File: config.mk
export PLATFORM = sky130hd
export DESIGN_NAME = multicast_hash_filter_register_unit
export DESIGN_NICKNAME = d
export VERILOG_FILES = /design/src/rtl/mhf_pkg.sv /design/src/rtl/mhf_datapath.sv /design/src/rtl/mhf_ctrl.sv /design/src/rtl/multicast_hash_filter_register_unit.sv
export SDC_FILE = /design/constraint.sdc
export NUM_CORES = 1
export LEC_CHECK = 0
export ABC_AREA = 1
export ABC_CLOCK_PERIOD_IN_PS = 1900
export BUFFER_PORTS_ARGS = -buffer_cell sky130_fd_sc_hd__buf_2
export CORE_ASPECT_RATIO = 1.75
export CORE_MARGIN = 4
export CORE_UTILIZATION = 54
export CTS_BUF_LIST = sky130_fd_sc_hd__clkbuf_8
export CTS_CLUSTER_DIAMETER = 60
export DETAILED_ROUTE_END_ITERATION = 16
export PLACE_DENSITY_LB_ADDON = 0.25
export SYNTH_ARGS = -nofsm -noshare
export SYNTH_HDL_FRONTEND = slang
export SYNTH_SLANG_ARGS = --single-unit
File: constraint.sdc
create_clock -name clk_i -period 1.9 [get_ports clk_i]
set_input_delay 0.19 -clock clk_i [delete_from_list [all_inputs] [get_ports clk_i]]
set_output_delay 0.19 -clock clk_i [all_outputs]
set_load 0.01 [all_outputs]
File: src/rtl/mhf_pkg.sv
// Shared types, constants and CRC helper for the multicast hash filter.
package mhf_pkg;

  localparam int unsigned AddrW     = 48;
  localparam int unsigned AddrBytes = 6;
  localparam int unsigned CntW      = $clog2(AddrBytes);
  localparam int unsigned BinW      = 6;
  localparam int unsigned BinShift  = 26;
  localparam int unsigned TableW    = 64;
  localparam int unsigned WordW     = 32;
  localparam int unsigned InDataW   = 48;
  localparam int unsigned OutDataW  = 72;

  localparam logic [31:0] CrcInit = 32'hFFFF_FFFF;
  localparam logic [31:0] CrcPoly = 32'hEDB8_8320;

  localparam logic STATUS_OK     = 1'b0;
  localparam logic STATUS_REJECT = 1'b1;

  // Controller to datapath
  typedef struct packed {
    logic load;    // capture a new address, preset CRC
    logic step;    // fold one address byte into the CRC
    logic commit;  // update table, load result register
  } mhf_cmd_t;

  // Datapath to controller
  typedef struct packed {
    logic group;   // captured address has the group bit set
  } mhf_sts_t;

  // Reflected CRC-32, one byte, LSB first
  function automatic logic [31:0] crc_byte(input logic [31:0] crc_in, input logic [7:0] data);
    logic [31:0] c;
    logic [7:0]  v;
    logic        fb;
    c = crc_in;
    v = data;
    for (int b = 0; b < 8; b++) begin
      fb = c[0] ^ v[0];
      c  = {1'b0, c[31:1]};
      if (fb) begin
        c = c ^ CrcPoly;
      end
      v = {1'b0, v[7:1]};
    end
    return c;
  endfunction

endpackage

File: src/rtl/mhf_datapath.sv
// Datapath: address shifter, byte-wise CRC register, hash table and result register.
module mhf_datapath (
  input  logic                          clk_i,
  input  logic                          rst_ni,
  input  mhf_pkg::mhf_cmd_t             cmd_i,
  output mhf_pkg::mhf_sts_t             sts_o,
  input  logic [mhf_pkg::AddrW-1:0]     addr_i,
  output logic                          status_o,
  output logic [mhf_pkg::BinW-1:0]      bin_o,
  output logic [mhf_pkg::WordW-1:0]     table_lo_o,
  output logic [mhf_pkg::WordW-1:0]     table_hi_o
);

  logic [mhf_pkg::AddrW-1:0]  addr_q, addr_d;
  logic [31:0]                crc_q, crc_d;
  logic                       grp_q, grp_d;
  logic [mhf_pkg::TableW-1:0] table_q, table_d;
  logic                       status_q, status_d;
  logic [mhf_pkg::BinW-1:0]   bin_q, bin_d;
  logic [mhf_pkg::TableW-1:0] tout_q, tout_d;
  logic [mhf_pkg::BinW-1:0]   bin_sel;

  assign bin_sel = crc_q[mhf_pkg::BinShift +: mhf_pkg::BinW];

  always_comb begin
    addr_d   = addr_q;
    crc_d    = crc_q;
    grp_d    = grp_q;
    table_d  = table_q;
    status_d = status_q;
    bin_d    = bin_q;
    tout_d   = tout_q;
    if (cmd_i.load) begin
      addr_d = addr_i;
      crc_d  = mhf_pkg::CrcInit;
      grp_d  = addr_i[mhf_pkg::AddrW-8];  // bit 0 of first byte
    end else if (cmd_i.step) begin
      crc_d  = mhf_pkg::crc_byte(crc_q, addr_q[mhf_pkg::AddrW-1 -: 8]);
      addr_d = {addr_q[mhf_pkg::AddrW-9:0], 8'h00};
    end
    if (cmd_i.commit) begin
      if (grp_q) begin
        table_d  = table_q | (mhf_pkg::TableW'(1) << bin_sel);
        status_d = mhf_pkg::STATUS_OK;
        bin_d    = bin_sel;
      end else begin
        status_d = mhf_pkg::STATUS_REJECT;
        bin_d    = '0;
      end
      tout_d = table_d;
    end
  end

  always_ff @(posedge clk_i or negedge rst_ni) begin
    if (!rst_ni) begin
      table_q <= '0;
    end else begin
      table_q <= table_d;
    end
  end

  always_ff @(posedge clk_i) begin
    addr_q   <= addr_d;
    crc_q    <= crc_d;
    grp_q    <= grp_d;
    status_q <= status_d;
    bin_q    <= bin_d;
    tout_q   <= tout_d;
  end

  assign sts_o.group = grp_q;
  assign status_o    = status_q;
  assign bin_o       = bin_q;
  assign table_lo_o  = tout_q[mhf_pkg::WordW-1:0];
  assign table_hi_o  = tout_q[mhf_pkg::TableW-1:mhf_pkg::WordW];

endmodule

File: src/rtl/mhf_ctrl.sv
// Controller: sequences load, CRC byte steps and commit; owns both handshakes.
module mhf_ctrl (
  input  logic              clk_i,
  input  logic              rst_ni,
  input  logic              in_valid_i,
  output logic              in_ready_o,
  output logic              out_valid_o,
  input  logic              out_ready_i,
  output mhf_pkg::mhf_cmd_t cmd_o,
  input  mhf_pkg::mhf_sts_t sts_i
);

  typedef enum logic [1:0] {
    S_IDLE,
    S_CRC,
    S_DONE
  } state_e;

  localparam logic [mhf_pkg::CntW-1:0] LastStep = mhf_pkg::CntW'(mhf_pkg::AddrBytes - 1);

  state_e                    state_q;
  logic [mhf_pkg::CntW-1:0]  cnt_q;
  logic                      ovalid_q;
  logic                      slot_free;

  assign in_ready_o  = (state_q == S_IDLE);
  assign out_valid_o = ovalid_q;
  assign slot_free   = !ovalid_q || out_ready_i;

  always_comb begin
    cmd_o.load   = (state_q == S_IDLE) && in_valid_i;
    cmd_o.step   = (state_q == S_CRC) && sts_i.group;
    cmd_o.commit = (state_q == S_DONE) && slot_free;
  end

  always_ff @(posedge clk_i or negedge rst_ni) begin
    if (!rst_ni) begin
      state_q  <= S_IDLE;
      cnt_q    <= '0;
      ovalid_q <= 1'b0;
    end else begin
      // a commit reloads the output register even as the old result leaves
      if (state_q == S_DONE && slot_free) begin
        ovalid_q <= 1'b1;
      end else if (out_ready_i) begin
        ovalid_q <= 1'b0;
      end
      unique case (state_q)
        S_IDLE: begin
          if (in_valid_i) begin
            state_q <= S_CRC;
            cnt_q   <= '0;
          end
        end
        S_CRC: begin
          // unicast skips the hash entirely
          if (!sts_i.group || cnt_q == LastStep) begin
            state_q <= S_DONE;
          end else begin
            cnt_q <= cnt_q + 1'b1;
          end
        end
        S_DONE: begin
          if (slot_free) begin
            state_q <= S_IDLE;
          end
        end
        default: state_q <= S_IDLE;
      endcase
    end
  end

  a_cnt_range: assert property (@(posedge clk_i) disable iff (!rst_ni)
    cnt_q <= LastStep) else $error("byte counter out of range");

  a_accept_starts: assert property (@(posedge clk_i) disable iff (!rst_ni)
    (in_valid_i && in_ready_o) |=> (state_q == S_CRC && cnt_q == '0))
    else $error("accepted request did not start CRC");

  a_last_step: assert property (@(posedge clk_i) disable iff (!rst_ni)
    (state_q == S_CRC && sts_i.group && cnt_q == LastStep) |=> state_q == S_DONE)
    else $error("CRC did not finish after last byte");

  a_commit_valid: assert property (@(posedge clk_i) disable iff (!rst_ni)
    cmd_o.commit |=> out_valid_o) else $error("commit without result valid");

endmodule

File: src/rtl/multicast_hash_filter_register_unit.sv
// Top level of the multicast hash filter register unit.
//
// Slave stream: one request per beat, tdata = 48-bit destination MAC address
// with the first transmitted byte in bits 47:40.
// Master stream: one result per request, tdata packs from bit 0 up:
// status (1), bin_index (6), table_low_word (32), table_high_word (32), pad (1).
// A multicast address (group bit set) is hashed with a reflected CRC-32
// (poly 0xEDB88320, init all ones, no final xor), one address byte per cycle
// through the datapath CRC register; CRC bits 31:26 pick the bin to set in the
// 64-bit table. A unicast address is rejected (status 1, bin 0) and the table
// is untouched; both table words are always reported.
// After acceptance a multicast request takes six CRC byte steps and then a
// commit; a unicast request passes through the CRC state without a step and
// then commits. A new request is accepted only once the last has committed,
// as the single byte-wide CRC step is reused six times.
// Reset clears the hash table and all handshake state.
// The result sits in an output register; a new request may be accepted while
// it waits, and the next commit holds off until the receiver takes it.
module multicast_hash_filter_register_unit (
  input  logic        clk_i,
  input  logic        rst_ni,
  input  logic        s_axis_tvalid_i,
  output logic        s_axis_tready_o,
  input  logic [47:0] s_axis_tdata_i,   // [47:0] mac_address
  output logic        m_axis_tvalid_o,
  input  logic        m_axis_tready_i,
  output logic [71:0] m_axis_tdata_o    // [0] status, [6:1] bin_index,
                                        // [38:7] table_low_word,
                                        // [70:39] table_high_word, [71] zero
);

  mhf_pkg::mhf_cmd_t            cmd;
  mhf_pkg::mhf_sts_t            sts;
  logic                         status;
  logic [mhf_pkg::BinW-1:0]     bin;
  logic [mhf_pkg::WordW-1:0]    tlo;
  logic [mhf_pkg::WordW-1:0]    thi;

  mhf_ctrl u_ctrl (
    .clk_i       (clk_i),
    .rst_ni      (rst_ni),
    .in_valid_i  (s_axis_tvalid_i),
    .in_ready_o  (s_axis_tready_o),
    .out_valid_o (m_axis_tvalid_o),
    .out_ready_i (m_axis_tready_i),
    .cmd_o       (cmd),
    .sts_i       (sts)
  );

  mhf_datapath u_dp (
    .clk_i      (clk_i),
    .rst_ni     (rst_ni),
    .cmd_i      (cmd),
    .sts_o      (sts),
    .addr_i     (s_axis_tdata_i),
    .status_o   (status),
    .bin_o      (bin),
    .table_lo_o (tlo),
    .table_hi_o (thi)
  );

  // Result packing, low field first, padded to whole bytes
  assign m_axis_tdata_o = {1'b0, thi, tlo, bin, status};

endmodule

==> impl_summary.log <==
INFO  metric status = finished, final reports clean
INFO  metric cts_tree = built
INFO  metric ys_seq_elements = approximately 220
INFO  metric synth_area = a little under 0.01 mm^2
INFO  metric rsz0062_at_grt = no
INFO  metric synth.net_count = 1111
INFO  metric place_congestion = slightly above 0.9
INFO  metric area.growth.synth_to_final = 21.86%
INFO  metric global_route.usage.total = between 20 and 25%
INFO  metric routed-via-count = 7696
INFO  metric mostFrequentLayoutCell = sky130_fd_sc_hd__nand2_1
INFO  metric setup_viol = 0
INFO  metric r2r_slack = around 160 ps
INFO  metric cts-htree-levels = 1
INFO  metric synthesis.yosys.warnings = 0
INFO  metric antenna_violating_nets_post_route = 0
INFO  metric startpoint_type = flip-flop
INFO  metric synth-edff-count = 120
INFO  metric grt_max_degree = 84
INFO  metric arrival_time_at_the_worst_endpoint = 2210 ps
INFO  metric dieArea = 0.02055 mm^2
INFO  metric route.detailed.drc = 0
INFO  metric final.setup.tns = 0 ps
INFO  metric coreArea = around 0.018 mm^2
INFO  metric critical_path.endpoint_type = flip-flop
INFO  metric wire_length_per_cell = about 15 um
INFO  metric clock-skew-final = about 19 ps
INFO  metric clkSinkCount = between 200 and 250
INFO  metric detailed_place_hpwl = ~15000 um
INFO  metric postSynth.asyncResetShare = a little under a third
INFO  metric via_count_of_the_first_global_routing_pass = between 7000 and 8000
INFO  metric initialDrtViolationCount = 439
INFO  metric first_pass_iters = 6
INFO  metric placement.setup.worst_slack = about 170 ps
INFO  metric std_cell_rows = 65
INFO  metric report.final.hold_viol_count = 0
INFO  metric maxClockFrequency = a little under 600 MHz
INFO  metric p_leak = roughly 5.6 nW
INFO  metric worst-r2r-cell-count = 4
INFO  metric final.setup.worst_slack = 164.6 ps
INFO  metric initial_utilization = 54.79%
INFO  metric final_critical_delay_including_setup_and_external_delays = ~1700 ps
INFO  metric final_layout_size_suffix_gt1_share = between 10% and 20%
INFO  metric antenna-diode-count = 0
INFO  metric cts_inserted_buffers = 31
INFO  metric placed_cells_incl_taps = 1400
INFO  metric beginning_of_the_worst_register_to_register_path = u_dp.sts_o$_DFFE_PN_
INFO  metric die_x = around 110 um
INFO  metric vias_per_cell = 5.103
INFO  metric final_core_util = 66.77%
INFO  metric synth_cell_types = 42
INFO  metric grt_pass1_wl = 37220 um
INFO  metric ios = about 130
INFO  metric max-cap-violations = 0
INFO  metric cts.clk_slew.worst_paths = about 80 ps
INFO  metric criticalPathCategory = flip-flop to flip-flop
INFO  metric detail_route.wirelength = 22700 um
INFO  metric antenna_found_initial = 0
INFO  metric final_cell_mix = 298 x sky130_fd_sc_hd__nand2_1, 139 x sky130_fd_sc_hd__inv_1, 124 x sky130_fd_sc_hd__buf_2
INFO  metric cp_max_fo = 10
INFO  metric finalMaxSlewViolations = 0
INFO  metric clockRootBuffer = sky130_fd_sc_hd__clkbuf_8
INFO  metric insertion_delay = 570 ps
INFO  metric postSynthAreaPerCell = just over 9 um^2
INFO  metric synth_top_flop_cell = sky130_fd_sc_hd__edfxtp_1
INFO  metric die_h = about 190 um
INFO  metric ctsLongestPathBuffers = 3
INFO  metric fin_nets = roughly 1300
INFO  metric place.port_buffers = about 120
INFO  metric ys_seq_area_share = 60.88%
INFO  metric finalNonFillerCells = around 1500
INFO  metric required = about 2400 ps
INFO  metric end_of_the_worst_register_to_register_path = u_dp.crc_q[3]$_SDFFE_PN1P_
INFO  metric post_synth_inst_count = between 1000 and 1500
INFO  metric power.density = roughly 1500 mW/mm^2
INFO  metric grt_remaining_overflow = 0
INFO  metric post_cts.repair.setup_buffers = 0
INFO  metric hp-class = primary input to async pin
INFO  metric period_share = around 91%
INFO  metric ir_drop = ~900 uV
INFO  metric final.hold.worst_slack = 172.5 ps
-- critical path, cell delays in order, from the launching register on --
cell                       delay (ps)
sky130_fd_sc_hd__edfxtp_1         600
sky130_fd_sc_hd__nand2_1          270
sky130_fd_sc_hd__nand2_4          140
sky130_fd_sc_hd__clkinv_1         330
sky130_fd_sc_hd__a22oi_1          290
-- per-layer routing --
| metal | wire [um] | global-route usage, % | part of all wire, % | up-vias |
|---|---|---|---|---|
| li1 | - | - | - | 3803 |
| met4 | 1019 | 10.51 | 4.5 | 0 |
| met5 | 0 | 0 | 0 | - |
| met3 | 1511 | 3.877 | 6.7 | 69 |
| met2 | 11950 | 40.53 | 53 | 287 |
| met1 | 8222 | 25.72 | 36 | 3537 |
-- report_power, final --
group | switching [mW] | internal, mW
clock | 1.75 | 1.94
combinational | 5.30 | 2.52
sequential | 0.473 | 6.41
total | 7.53 | 10.9
-- sequential cells by signal, indices dropped and copies added (netlist names) --
| register | count |
|---|---|
| u_dp.addr_q | 48 |
| u_dp.tout_q | 64 |
| u_dp.sts_o | 1 |
| u_dp.status_o | 1 |
| u_dp.bin_o | 6 |
| u_dp.crc_q | 32 |
| u_ctrl.cnt_q | 3 |
| u_dp.table_q | 64 |
| u_ctrl.state_q | 2 |
| u_ctrl.out_valid_o | 1 |
-- synth_stat cells (all sizes together) (4+ instances only) --
cell    number  area (um^2)
o31ai       40        300.3
clkbuf      16        60.06
o21ai       54        270.3
nor2       104        421.7
dfxtp       32        640.6
xnor2        6        86.34
nand2      315         1252
xor2        13        113.9
o211ai       4        30.03
dfrtp       70         1752
buf         26        140.1
edfxtp     120         3603
inv        137        516.8
nor3         5        40.04
nand3       60        305.3
a21oi       36        180.2
-- repair_timing --
item	4_1_cts	5_1_grt
resized for setup	0	0
endpoints found under the hold margin	120	0
hold buffers	50	0
-- layout make-up --
| cell class | instances | area (um^2) |
|---|---|---|
| Sequential cell | 222 | 5996 |
| Fill cell | 1470 | 5972 |
| Multi-Input combinational cell | 653 | 3137 |
| Timing Repair Buffer | 201 | 1424 |
| Inverter | 140 | 528.0 |
| Clock buffer | 31 | 426.7 |
| Tap cell | 234 | 292.8 |
| Clock inverter | 27 | 197.7 |
-- stage by stage --
step                power, mW  instance area, um^2
floorplan               12.25                 9856
global placement        14.54                10880
detailed placement      14.66                10880
CTS                     18.47                12000
global route            19.75                12000
finish                  18.41                12000
-- cells by family after synthesis --
kind of cell / Yosys count / synth area share (%)
simple gates: 488 / 20.79
flops: 222 / 60.88
buf+inv: 182 / 7.394
compound gates: 143 / 8.614
xor+xnor: 19 / 2.033
fa+ha+maj: 2 / 0.2541
other cells: 1 / 0.03808
-- how the worst max path moves through the flow --
stage / depth (start not counted) / endpoint / slack (ps) / startpoint
after global placement: 4 / u_dp.crc_q[3]$_SDFFE_PN1P_ / 160 / u_dp.sts_o$_DFFE_PN_
final: 4 / u_dp.crc_q[3]$_SDFFE_PN1P_ / 160 / u_dp.sts_o$_DFFE_PN_
after CTS: 4 / u_dp.crc_q[2]$_SDFFE_PN1P_ / 160 / u_dp.sts_o$_DFFE_PN_
after floorplan: 5 / u_dp.crc_q[2]$_SDFFE_PN1P_ / 100 / u_ctrl.state_q[1]$_DFFE_PN0P_
after detailed placement: 4 / u_dp.crc_q[3]$_SDFFE_PN1P_ / 170 / u_dp.sts_o$_DFFE_PN_
after global routing: 6 / u_dp.crc_q[5]$_SDFFE_PN1P_ / 20 / u_dp.sts_o$_DFFE_PN_
Note: power is estimated with default switching activity, not from simulation.
